==> config.mk <==
export PLATFORM = sky130hd
export DESIGN_NAME = column_predicate_scan_filter
export DESIGN_NICKNAME = d
export VERILOG_FILES = /design/src/rtl/cpsf_pkg.sv /design/src/rtl/column_predicate_scan_filter.sv /design/src/rtl/cpsf_front.sv /design/src/rtl/cpsf_queue.sv /design/src/rtl/cpsf_back.sv
export SDC_FILE = /design/constraint.sdc
export NUM_CORES = 1
export LEC_CHECK = 0
export BUFFER_PORTS_ARGS = -buffer_cell sky130_fd_sc_hd__clkbuf_2
export CAP_MARGIN = 15
export CORE_MARGIN = 3
export CORE_UTILIZATION = 40
export DETAILED_ROUTE_END_ITERATION = 12
export GPL_ROUTABILITY_DRIVEN = 0
export HOLD_SLACK_MARGIN = 0.12
export SYNTH_ARGS = -nofsm -noshare
export SYNTH_HDL_FRONTEND = slang
export SYNTH_HIERARCHICAL = 1
export SYNTH_SLANG_ARGS = --single-unit
==> constraint.sdc <==
create_clock -name clock -period 9.2 [get_ports clock]
set_input_delay 2.3 -clock clock [delete_from_list [all_inputs] [get_ports clock]]
set_output_delay 2.3 -clock clock [all_outputs]
set_load 0.03 [all_outputs]
==> src/rtl/cpsf_pkg.sv <==
// Shared types, codes and helpers for the column predicate scan filter.
// No dependencies; every other file of the block imports this package.
package cpsf_pkg;

   localparam int VALUE_WIDTH_DEFAULT = 64;
   localparam int COUNT_WIDTH_DEFAULT = 32;
   localparam int KEY_WIDTH           = 64;
   localparam int CSR_DATA_WIDTH      = 64;
   localparam int CSR_INDEX_WIDTH     = 3;
   localparam int MATCH_COUNT_WIDTH   = 32;
   localparam int QUEUE_DEPTH         = 2;
   localparam int ELEM_BITS_WIDTH     = 7;

   // main operator codes
   localparam logic [2:0] OP_EQ = 3'd0;
   localparam logic [2:0] OP_NE = 3'd1;
   localparam logic [2:0] OP_LT = 3'd2;
   localparam logic [2:0] OP_LE = 3'd3;
   localparam logic [2:0] OP_GT = 3'd4;
   localparam logic [2:0] OP_GE = 3'd5;

   // fused upper bound codes
   localparam logic [1:0] UPPER_NONE = 2'd0;
   localparam logic [1:0] UPPER_LT   = 2'd1;
   localparam logic [1:0] UPPER_LE   = 2'd2;

   // bitmap modes
   localparam logic [1:0] MODE_COUNT = 2'd0;
   localparam logic [1:0] MODE_SET   = 2'd1;
   localparam logic [1:0] MODE_AND   = 2'd2;

   // element size codes
   localparam logic [1:0] SIZE_1B = 2'd0;
   localparam logic [1:0] SIZE_2B = 2'd1;
   localparam logic [1:0] SIZE_4B = 2'd2;
   localparam logic [1:0] SIZE_8B = 2'd3;

   // register indexes
   localparam logic [CSR_INDEX_WIDTH-1:0] CSR_COMPARE_OP       = 3'd0;
   localparam logic [CSR_INDEX_WIDTH-1:0] CSR_COMPARE_CONSTANT = 3'd1;
   localparam logic [CSR_INDEX_WIDTH-1:0] CSR_UPPER_OP         = 3'd2;
   localparam logic [CSR_INDEX_WIDTH-1:0] CSR_UPPER_CONSTANT   = 3'd3;
   localparam logic [CSR_INDEX_WIDTH-1:0] CSR_BITMAP_MODE      = 3'd4;
   localparam logic [CSR_INDEX_WIDTH-1:0] CSR_SIZE_CODE        = 3'd5;
   localparam logic [CSR_INDEX_WIDTH-1:0] CSR_ELEMENT_SIGNED   = 3'd6;

   typedef struct packed {
      logic [2:0]                compare_op;
      logic [CSR_DATA_WIDTH-1:0] compare_constant;
      logic [1:0]                upper_op;
      logic [CSR_DATA_WIDTH-1:0] upper_constant;
      logic [1:0]                bitmap_mode;
      logic [1:0]                size_code;
      logic                      element_signed;
   } cpsf_cfg_type;

   typedef struct packed {
      logic match_bit;
      logic last_row;
   } cpsf_entry_type;

   typedef struct packed {
      logic           valid;
      cpsf_entry_type entry;
   } cpsf_push_type;

   // Map raw bits to a key whose unsigned order is the element order.
   function automatic logic [KEY_WIDTH-1:0] order_key(
      input logic [KEY_WIDTH-1:0]       raw,
      input logic [ELEM_BITS_WIDTH-1:0] bits,
      input logic                       sgn
   );
      logic [KEY_WIDTH-1:0] mask;
      logic [KEY_WIDTH-1:0] v;
      logic                 sbit;
      mask = ~({KEY_WIDTH{1'b1}} << bits);
      v    = raw & mask;
      sbit = v[6'(bits - 7'd1)];
      if (sgn) begin
         if (sbit) begin
            v = v | ~mask;
         end
         v[KEY_WIDTH-1] = ~v[KEY_WIDTH-1];
      end
      return v;
   endfunction

endpackage

==> src/rtl/column_predicate_scan_filter.sv <==
// Column predicate scan filter: sustains one request per clock cycle while the result side does not stall.
// A result passes through the front key register, then the two-entry queue,
// then the result register; the queue lets the front keep accepting while
// the result side stalls.
// Reset (synchronous, active high) empties all stages, clears the running
// count and restores the registers: size code 3, signed, all others zero.
module column_predicate_scan_filter #(
   parameter int VALUE_WIDTH = cpsf_pkg::VALUE_WIDTH_DEFAULT,
   parameter int COUNT_WIDTH = cpsf_pkg::COUNT_WIDTH_DEFAULT
) (
   input  logic                                   clock,
   input  logic                                   reset,
   input  logic                                   csr_valid,
   output logic                                   csr_ready,
   input  logic [cpsf_pkg::CSR_INDEX_WIDTH-1:0]   csr_index,
   input  logic [cpsf_pkg::CSR_DATA_WIDTH-1:0]    csr_wdata,
   input  logic                                   req_valid,
   output logic                                   req_stall,
   input  logic [VALUE_WIDTH-1:0]                 req_column_value,
   input  logic                                   req_prior_bit,
   input  logic                                   req_last_row,
   output logic                                   rsp_valid,
   input  logic                                   rsp_stall,
   output logic                                   rsp_match_bit,
   output logic [cpsf_pkg::MATCH_COUNT_WIDTH-1:0] rsp_match_count,
   output logic                                   rsp_count_final
);
   import cpsf_pkg::*;

   cpsf_cfg_type   cfg_ff, cfg_in;
   cpsf_push_type  push;
   cpsf_entry_type head;
   logic           queue_full;
   logic           queue_empty;
   logic           pop;

   assign csr_ready = 1'b1;

   always_comb begin
      cfg_in = cfg_ff;
      if (csr_valid) begin
         unique case (csr_index)
            CSR_COMPARE_OP:       cfg_in.compare_op       = csr_wdata[2:0];
            CSR_COMPARE_CONSTANT: cfg_in.compare_constant = csr_wdata;
            CSR_UPPER_OP:         cfg_in.upper_op         = csr_wdata[1:0];
            CSR_UPPER_CONSTANT:   cfg_in.upper_constant   = csr_wdata;
            CSR_BITMAP_MODE:      cfg_in.bitmap_mode      = csr_wdata[1:0];
            CSR_SIZE_CODE:        cfg_in.size_code        = csr_wdata[1:0];
            CSR_ELEMENT_SIGNED:   cfg_in.element_signed   = csr_wdata[0];
            default:              cfg_in = cfg_ff;
         endcase
      end
   end

   always_ff @(posedge clock) begin
      if (reset) begin
         cfg_ff.compare_op       <= OP_EQ;
         cfg_ff.compare_constant <= '0;
         cfg_ff.upper_op         <= UPPER_NONE;
         cfg_ff.upper_constant   <= '0;
         cfg_ff.bitmap_mode      <= MODE_COUNT;
         cfg_ff.size_code        <= SIZE_8B;
         cfg_ff.element_signed   <= 1'b1;
      end else begin
         cfg_ff <= cfg_in;
      end
   end

   cpsf_front #(
      .VALUE_WIDTH(VALUE_WIDTH)
   ) u_front (
      .clock            (clock),
      .reset            (reset),
      .cfg              (cfg_ff),
      .req_valid        (req_valid),
      .req_stall        (req_stall),
      .req_column_value (req_column_value),
      .req_prior_bit    (req_prior_bit),
      .req_last_row     (req_last_row),
      .queue_full       (queue_full),
      .push             (push)
   );

   cpsf_queue u_queue (
      .clock (clock),
      .reset (reset),
      .push  (push),
      .full  (queue_full),
      .pop   (pop),
      .empty (queue_empty),
      .head  (head)
   );

   cpsf_back #(
      .COUNT_WIDTH(COUNT_WIDTH)
   ) u_back (
      .clock           (clock),
      .reset           (reset),
      .empty           (queue_empty),
      .head            (head),
      .pop             (pop),
      .rsp_valid       (rsp_valid),
      .rsp_stall       (rsp_stall),
      .rsp_match_bit   (rsp_match_bit),
      .rsp_match_count (rsp_match_count),
      .rsp_count_final (rsp_count_final)
   );

   // an accepted request occupies the front stage on the next cycle
   a_front_loaded: assert property (@(posedge clock) disable iff (reset)
      (req_valid && !req_stall) |=> (push.valid || req_stall))
      else $error("accepted request did not reach the front stage");

   // a matching row never reports a zero count while the count fits the port
   a_count_nonzero: assert property (@(posedge clock) disable iff (reset)
      (rsp_valid && rsp_match_bit) |-> ((COUNT_WIDTH > MATCH_COUNT_WIDTH) ||
         (rsp_match_count != '0)))
      else $error("match reported with zero count");

   // reset leaves every stage empty
   a_reset_empty: assert property (@(posedge clock)
      $past(reset) |-> (!rsp_valid && !req_stall && queue_empty))
      else $error("stages not empty after reset");

endmodule

==> src/rtl/cpsf_front.sv <==
// Front stage: takes requests, forms the order key and evaluates the predicate.
// Depends on cpsf_pkg; pushes one entry per request into cpsf_queue.
module cpsf_front #(
   parameter int VALUE_WIDTH = cpsf_pkg::VALUE_WIDTH_DEFAULT
) (
   input  logic                   clock,
   input  logic                   reset,
   input  cpsf_pkg::cpsf_cfg_type cfg,
   input  logic                   req_valid,
   output logic                   req_stall,
   input  logic [VALUE_WIDTH-1:0] req_column_value,
   input  logic                   req_prior_bit,
   input  logic                   req_last_row,
   input  logic                   queue_full,
   output cpsf_pkg::cpsf_push_type push
);
   import cpsf_pkg::*;

   localparam logic [ELEM_BITS_WIDTH-1:0] VW = ELEM_BITS_WIDTH'(VALUE_WIDTH);

   logic                       valid_ff, valid_in;
   logic [KEY_WIDTH-1:0]       key_ff, key_in;
   logic                       prior_ff, prior_in;
   logic                       last_ff, last_in;
   logic [ELEM_BITS_WIDTH-1:0] nominal_bits;
   logic [ELEM_BITS_WIDTH-1:0] elem_bits;
   logic [KEY_WIDTH-1:0]       c_key;
   logic [KEY_WIDTH-1:0]       u_key;
   logic                       accept;
   logic                       advance;
   logic                       eq_c, lt_c, lt_u, eq_u;
   logic                       pred_main;
   logic                       pred;

   assign nominal_bits = ELEM_BITS_WIDTH'(8) << cfg.size_code;
   assign elem_bits    = (nominal_bits > VW) ? VW : nominal_bits;

   assign req_stall = valid_ff && queue_full;
   assign accept    = req_valid && !req_stall;
   assign advance   = valid_ff && !queue_full;

   always_comb begin
      valid_in = valid_ff;
      key_in   = key_ff;
      prior_in = prior_ff;
      last_in  = last_ff;
      if (accept) begin
         valid_in = 1'b1;
         key_in   = order_key(KEY_WIDTH'(req_column_value), elem_bits, cfg.element_signed);
         prior_in = req_prior_bit;
         last_in  = req_last_row;
      end else if (advance) begin
         valid_in = 1'b0;
      end
   end

   always_ff @(posedge clock) begin
      if (reset) begin
         valid_ff <= 1'b0;
      end else begin
         valid_ff <= valid_in;
      end
      key_ff   <= key_in;
      prior_ff <= prior_in;
      last_ff  <= last_in;
   end

   assign c_key = order_key(cfg.compare_constant, elem_bits, cfg.element_signed);
   assign u_key = order_key(cfg.upper_constant, elem_bits, cfg.element_signed);

   assign eq_c = (key_ff == c_key);
   assign lt_c = (key_ff < c_key);
   assign eq_u = (key_ff == u_key);
   assign lt_u = (key_ff < u_key);

   always_comb begin
      unique case (cfg.compare_op)
         OP_EQ:   pred_main = eq_c;
         OP_NE:   pred_main = !eq_c;
         OP_LT:   pred_main = lt_c;
         OP_LE:   pred_main = lt_c || eq_c;
         OP_GT:   pred_main = !(lt_c || eq_c);
         OP_GE:   pred_main = !lt_c;
         default: pred_main = 1'b0;
      endcase
   end

   always_comb begin
      unique case (cfg.upper_op)
         UPPER_LT: pred = pred_main && lt_u;
         UPPER_LE: pred = pred_main && (lt_u || eq_u);
         default:  pred = pred_main;
      endcase
   end

   always_comb begin
      push.valid           = advance;
      push.entry.match_bit = (cfg.bitmap_mode == MODE_AND) ? (pred && prior_ff) : pred;
      push.entry.last_row  = last_ff;
   end

endmodule

==> src/rtl/cpsf_queue.sv <==
// Short queue of predicate results between the front and back stages.
// Depends on cpsf_pkg for the entry types and depth.
module cpsf_queue (
   input  logic                     clock,
   input  logic                     reset,
   input  cpsf_pkg::cpsf_push_type  push,
   output logic                     full,
   input  logic                     pop,
   output logic                     empty,
   output cpsf_pkg::cpsf_entry_type head
);
   import cpsf_pkg::*;

   localparam int PTR_WIDTH = (QUEUE_DEPTH > 1) ? $clog2(QUEUE_DEPTH) : 1;
   localparam int CNT_WIDTH = $clog2(QUEUE_DEPTH + 1);
   localparam logic [PTR_WIDTH-1:0] LAST_SLOT = PTR_WIDTH'(QUEUE_DEPTH - 1);
   localparam logic [CNT_WIDTH-1:0] DEPTH_CNT = CNT_WIDTH'(QUEUE_DEPTH);

   cpsf_entry_type       slots_ff [QUEUE_DEPTH];
   logic [PTR_WIDTH-1:0] wr_ptr_ff, wr_ptr_in;
   logic [PTR_WIDTH-1:0] rd_ptr_ff, rd_ptr_in;
   logic [CNT_WIDTH-1:0] count_ff, count_in;
   logic                 do_push;
   logic                 do_pop;

   assign full    = (count_ff == DEPTH_CNT);
   assign empty   = (count_ff == '0);
   assign head    = slots_ff[rd_ptr_ff];
   assign do_push = push.valid && !full;
   assign do_pop  = pop && !empty;

   always_comb begin
      wr_ptr_in = wr_ptr_ff;
      rd_ptr_in = rd_ptr_ff;
      count_in  = count_ff;
      if (do_push) begin
         wr_ptr_in = (wr_ptr_ff == LAST_SLOT) ? '0 : wr_ptr_ff + 1'b1;
      end
      if (do_pop) begin
         rd_ptr_in = (rd_ptr_ff == LAST_SLOT) ? '0 : rd_ptr_ff + 1'b1;
      end
      if (do_push && !do_pop) begin
         count_in = count_ff + 1'b1;
      end else if (do_pop && !do_push) begin
         count_in = count_ff - 1'b1;
      end
   end

   always_ff @(posedge clock) begin
      if (reset) begin
         wr_ptr_ff <= '0;
         rd_ptr_ff <= '0;
         count_ff  <= '0;
      end else begin
         wr_ptr_ff <= wr_ptr_in;
         rd_ptr_ff <= rd_ptr_in;
         count_ff  <= count_in;
      end
      if (do_push) begin
         slots_ff[wr_ptr_ff] <= push.entry;
      end
   end

endmodule

==> src/rtl/cpsf_back.sv <==
// Back stage: keeps the saturating match count and holds the result register.
// Depends on cpsf_pkg; drains entries from cpsf_queue.
module cpsf_back #(
   parameter int COUNT_WIDTH = cpsf_pkg::COUNT_WIDTH_DEFAULT
) (
   input  logic                                   clock,
   input  logic                                   reset,
   input  logic                                   empty,
   input  cpsf_pkg::cpsf_entry_type               head,
   output logic                                   pop,
   output logic                                   rsp_valid,
   input  logic                                   rsp_stall,
   output logic                                   rsp_match_bit,
   output logic [cpsf_pkg::MATCH_COUNT_WIDTH-1:0] rsp_match_count,
   output logic                                   rsp_count_final
);
   import cpsf_pkg::*;

   logic [COUNT_WIDTH-1:0]       running_ff, running_in;
   logic [COUNT_WIDTH-1:0]       updated;
   logic [KEY_WIDTH-1:0]         updated_wide;
   logic                         valid_ff, valid_in;
   logic                         bit_ff, bit_in;
   logic [MATCH_COUNT_WIDTH-1:0] count_ff, count_in;
   logic                         final_ff, final_in;

   assign pop          = !empty && (!valid_ff || !rsp_stall);
   assign updated      = (head.match_bit && (running_ff != '1)) ? running_ff + 1'b1 : running_ff;
   assign updated_wide = KEY_WIDTH'(updated);

   always_comb begin
      running_in = running_ff;
      valid_in   = valid_ff && rsp_stall;
      bit_in     = bit_ff;
      count_in   = count_ff;
      final_in   = final_ff;
      if (pop) begin
         // clear the total once the column's last row is answered
         running_in = head.last_row ? '0 : updated;
         valid_in   = 1'b1;
         bit_in     = head.match_bit;
         count_in   = updated_wide[MATCH_COUNT_WIDTH-1:0];
         final_in   = head.last_row;
      end
   end

   always_ff @(posedge clock) begin
      if (reset) begin
         running_ff <= '0;
         valid_ff   <= 1'b0;
      end else begin
         running_ff <= running_in;
         valid_ff   <= valid_in;
      end
      bit_ff   <= bit_in;
      count_ff <= count_in;
      final_ff <= final_in;
   end

   assign rsp_valid       = valid_ff;
   assign rsp_match_bit   = bit_ff;
   assign rsp_match_count = count_ff;
   assign rsp_count_final = final_ff;

endmodule
==> flow_summary.json <==
{
  "swShare": 0.299,
  "seq_area_frac_synth": 0.418,
  "antenna_cells": 0,
  "cts.path.max_buffers": 3,
  "post-route-min-period_ns": 5.73,
  "detail_route.first_pass.iterations": 5,
  "die_h_um": 206,
  "crit_slowest_cell": "sky130_fd_sc_hd__dfxtp_2",
  "yosysWarnings": 6,
  "cts_buffers": 35,
  "drtAntennaViolNets": 0,
  "die-area_mm2": 0.0423,
  "cts_htree_levels": 2,
  "leakagePower_nw": 7.44,
  "multi_input_comb_area_mm2": 0.00867,
  "worst_r2r_endpoint": "u_queue/slots_ff[0][1]$_DFFE_PP_",
  "reg2reg_depth": 16,
  "fmax_mhz": 174,
  "cts_tree": "yes",
  "cp_max_fo": 58,
  "clock_power_share": 0.386,
  "synthesis.area_per_instance_um2": 9.95,
  "cts_setup_buffers": 0,
  "die_w_um": 206,
  "congestion_overflow_gr": 0,
  "finalSetupViolCount": 0,
  "total_switching_power_mw": 1.06,
  "detail_route.wirelength_um": 41600,
  "grt_setup_unrepaired": "no",
  "vdd.ir_drop.worst_v": 0.000104,
  "worstPathBufferInverterCount": 1,
  "fin_worst_skew_ns": 0.0105,
  "synth-main-ff-cell": "sky130_fd_sc_hd__dfxtp_1",
  "critical_path_arrival_ns": 6.00,
  "synth.distinct_cells": 80,
  "filler_cell_count": 3680,
  "min-delay-path-class": "reg -> reg",
  "finalMaxSlewViolations": 0,
  "design.portCount": 175,
  "viasPerCell": 5.45,
  "io_buffers": 173,
  "asyncSetResetFlopFracSynth": 0,
  "power_density_mw_per_mm2": 194,
  "clk_pin_slew_worst_paths_ns": 0.06,
  "initial_core_util": 0.409,
  "core_area_mm2": 0.0390,
  "outcome": "finished clean",
  "grt_start_max_net_pins": 116,
  "critical-path-top-delay-family": "simple AND/OR/NAND/NOR gates",
  "p_comb_frac": 0.189,
  "critPathMaxStageDelay_ns": 1.01,
  "timing.final.crit_share": 0.623,
  "source_to_sink_clock_delay_at_the_later_pin_of_the_worst_skew_pair_ns": 0.53,
  "synth-seq-cells": 281,
  "worstPathRequired_ns": 9.46,
  "share_of_final_layout_standard_cells_stronger_than_drive_strength_1": 0.151,
  "layout.nets": 1982,
  "clkSinkCount": 281,
  "hp-start": "cfg_ff[74]$_SDFFE_PP0P_",
  "syn_area_mm2": 0.0160,
  "worst_hold_slack_ns": 0.474,
  "endpoint_kind": "flip-flop",
  "crit_type": "reg -> reg",
  "vias": 12300,
  "cts_resized": 0,
  "cts.hold.buffers_added": 0,
  "drtIter0Drc": 679,
  "crit-reg2reg-launch": "cfg_ff[2]$_SDFFE_PP1P_",
  "hold_depth": 2,
  "first_global_vias": 12000,
  "hold_viol": 0,
  "area.growth.synth_to_final_pct": 14.1,
  "post_drt_wl_per_cell_um": 18.4,
  "cap_violations": 0,
  "p_int_mw": 2.48,
  "crit_chain": "nor2b_1 -> nand2_1 -> o21ai_1 -> and2_1 -> nor2b_1 -> buf_4 -> a21oi_1 -> ha_1 -> and3_1 -> nand4_1 -> nor4_1 -> o21ai_0 -> nand4_1 -> a2111oi_0 -> o21ai_0 -> a31oi_1",
  "max_slew_margin": 0.282,
  "count_of_standard_cell_rows": 72,
  "register_area_mm2": 0.00667,
  "drc_errors": 0,
  "synthesis.nets": 1873,
  "regToRegSetupSlack_ns": 3.47,
  "finalSetupTns_ns": 0,
  "seq_power_share": 0.425,
  "cts_root_buf": "sky130_fd_sc_hd__clkbuf_16",
  "antenna_found_initial": 0,
  "globalRouteTotalUtil": 0.194,
  "grt_first_pass_wirelength_um": 65800,
  "critical_path.startpoint_type": "flip-flop",
  "post_synth_edffs": 104,
  "hold_end": "cfg_ff[74]$_SDFFE_PP0P_",
  "synthesis.instances": 1604,
  "max_slew.worst_pin.slew_ns": 1.08,
  "hpwlAfterDp_um": 28700
}
-- how the worst max path moves through the flow --
stage                                       from                               end  slack (ns)  cells after the start
after global routing      cfg_ff[2]$_SDFFE_PP1P_  u_queue/slots_ff[0][1]$_DFFE_PP_        3.13                     16
after floorplan                        req_valid       u_front/key_ff[0]$_DFFE_PP_        3.50                      1
after global placement    cfg_ff[2]$_SDFFE_PP1P_  u_queue/slots_ff[0][1]$_DFFE_PP_        3.25                     15
after detailed placement  cfg_ff[2]$_SDFFE_PP1P_  u_queue/slots_ff[0][1]$_DFFE_PP_        3.23                     15
after CTS                 cfg_ff[2]$_SDFFE_PP1P_  u_queue/slots_ff[0][1]$_DFFE_PP_        3.20                     15
final                     cfg_ff[2]$_SDFFE_PP1P_  u_queue/slots_ff[0][1]$_DFFE_PP_        3.47                     16
-- worst reg2reg max path, cell delays in order, from the launching register on --
cell                        delay (ns)
sky130_fd_sc_hd__dfxtp_2          1.01
sky130_fd_sc_hd__nor2b_1          0.33
sky130_fd_sc_hd__nand2_1          0.10
sky130_fd_sc_hd__o21ai_1          0.10
sky130_fd_sc_hd__and2_1           0.22
sky130_fd_sc_hd__nor2b_1          0.53
sky130_fd_sc_hd__buf_4            0.29
sky130_fd_sc_hd__a21oi_1          0.06
sky130_fd_sc_hd__ha_1             0.36
sky130_fd_sc_hd__and3_1           0.16
sky130_fd_sc_hd__nand4_1          0.19
sky130_fd_sc_hd__nor4_1           0.80
sky130_fd_sc_hd__o21ai_0          0.48
sky130_fd_sc_hd__nand4_1          0.26
sky130_fd_sc_hd__a2111oi_0        0.20
sky130_fd_sc_hd__o21ai_0          0.28
sky130_fd_sc_hd__a31oi_1          0.09
-- synth_stat cells, types with 6 or more instances --
library cell                 n  area share
sky130_fd_sc_hd__a21o_1     76       0.036
sky130_fd_sc_hd__a21oi_1   160       0.050
sky130_fd_sc_hd__a31oi_1    16      0.0063
sky130_fd_sc_hd__and2_1     14      0.0055
sky130_fd_sc_hd__and3_1      8      0.0031
sky130_fd_sc_hd__and4_1      7      0.0038
sky130_fd_sc_hd__buf_2      18      0.0056
sky130_fd_sc_hd__buf_4       9      0.0042
sky130_fd_sc_hd__clkbuf_1   83       0.020
sky130_fd_sc_hd__dfxtp_1   177        0.22
sky130_fd_sc_hd__edfxtp_1  104        0.20
sky130_fd_sc_hd__ha_1      131        0.10
sky130_fd_sc_hd__inv_1      29      0.0068
sky130_fd_sc_hd__mux2i_1   144       0.090
sky130_fd_sc_hd__nand2_1    85       0.020
sky130_fd_sc_hd__nand2b_1  203       0.080
sky130_fd_sc_hd__nand3_1    36       0.011
sky130_fd_sc_hd__nand4_1    40       0.016
sky130_fd_sc_hd__nor2_1     43       0.010
sky130_fd_sc_hd__nor2b_1    12      0.0047
sky130_fd_sc_hd__nor3_1     13      0.0041
sky130_fd_sc_hd__nor4_1      9      0.0035
sky130_fd_sc_hd__o211ai_1    8      0.0038
sky130_fd_sc_hd__o21ai_0    22      0.0069
sky130_fd_sc_hd__o21ai_1     7      0.0022
sky130_fd_sc_hd__or3_1       6      0.0024
sky130_fd_sc_hd__or4_1       8      0.0038
sky130_fd_sc_hd__xnor2_1    22       0.012
sky130_fd_sc_hd__xor2_1     11      0.0060
-- cell type report --
| class | count | share of cell area |
|---|---|---|
| clock buffers | 52 | 0.0578 |
| multi-input cells | 1178 | 0.476 |
| repair buffers | 187 | 0.0534 |
| clock inverters | 11 | 0.00474 |
| inverters | 30 | 0.00618 |
| flip-flops and latches | 281 | 0.366 |
| well taps | 518 | 0.0356 |
-- state kept, by name, summed over array words and instances, names as in the netlist, 2 cells and up, named ones only --
| signal | cells |
|---|---|
| u_back/running_ff | 32 |
| u_back/rsp_match_count | 32 |
| u_queue/slots_ff | 4 |
| cfg_ff | 138 |
| u_front/key_ff | 64 |
| u_queue/count_ff | 2 |
-- cells by family after synthesis --
logic type,after synthesis,share of synthesized area
AOI/OAI and AO/OA,356,0.144
xor gates and xnor gates,33,0.0181
adders and majority gates,131,0.103
buffers and inverters,145,0.0400
DFF,281,0.418
muxes,146,0.0917
other,1,0.000235
and+or+nand+nor,511,0.185
-- metal layers --
layer  share of wire  up-vias  track usage
li1                -     6046            -
met1            0.48     5851        0.276
met2            0.45      331        0.307
met3           0.048       63       0.0285
met4           0.024        0       0.0567
met5               0        -            0
-- per-stage QoR --
step | instances | utilization | worst slack (ns) | area [µm²] | total power, mW
after detailed placement | 2191 | 0.437 | 3.23 | 17100 | 2.20
final | 2257 | 0.467 | 3.47 | 18200 | 3.53
after floorplan | 1604 | - | 3.50 | 16000 | 1.98
after global placement | 2191 | 0.437 | 3.25 | 17100 | 2.18
after CTS | 2254 | 0.466 | 3.20 | 18200 | 3.58
after global routing | 2257 | 0.467 | 3.13 | 18200 | 3.71
-- power by group through the flow --
stage	Combinational, mW	Clock [mW]	Sequential [mW]
final	0.669	1.36	1.50
after global routing	0.739	1.45	1.51
after CTS	0.673	1.41	1.50
after detailed placement	0.671	0	1.53
after global placement	0.656	0	1.53
after floorplan	0.340	0	1.64
-- placed cells by master (no fill, tap or decap), drive strengths merged, types with 4 or more instances in the layout --
cell type	instances
o211ai	8
nor2	44
clkinv	10
a32oi	4
inv	29
a221oi	5
dfxtp	177
and3	9
nand3	38
nand4b	4
or4	8
and2	15
nand4	42
mux2i	144
edfxtp	104
nand2b	203
and4	7
a21oi	160
xor2	11
or3	6
a31o	5
clkbuf	224
a211o	4
ha	131
a211oi	5
a21o	76
nand2	86
o311ai	10
nor2b	13
nor3	14
xnor2	22
buf	15
a31oi	16
o31ai	5
or2	4
nor4	11
o21ai	29
(Power assumes the default switching activity.)
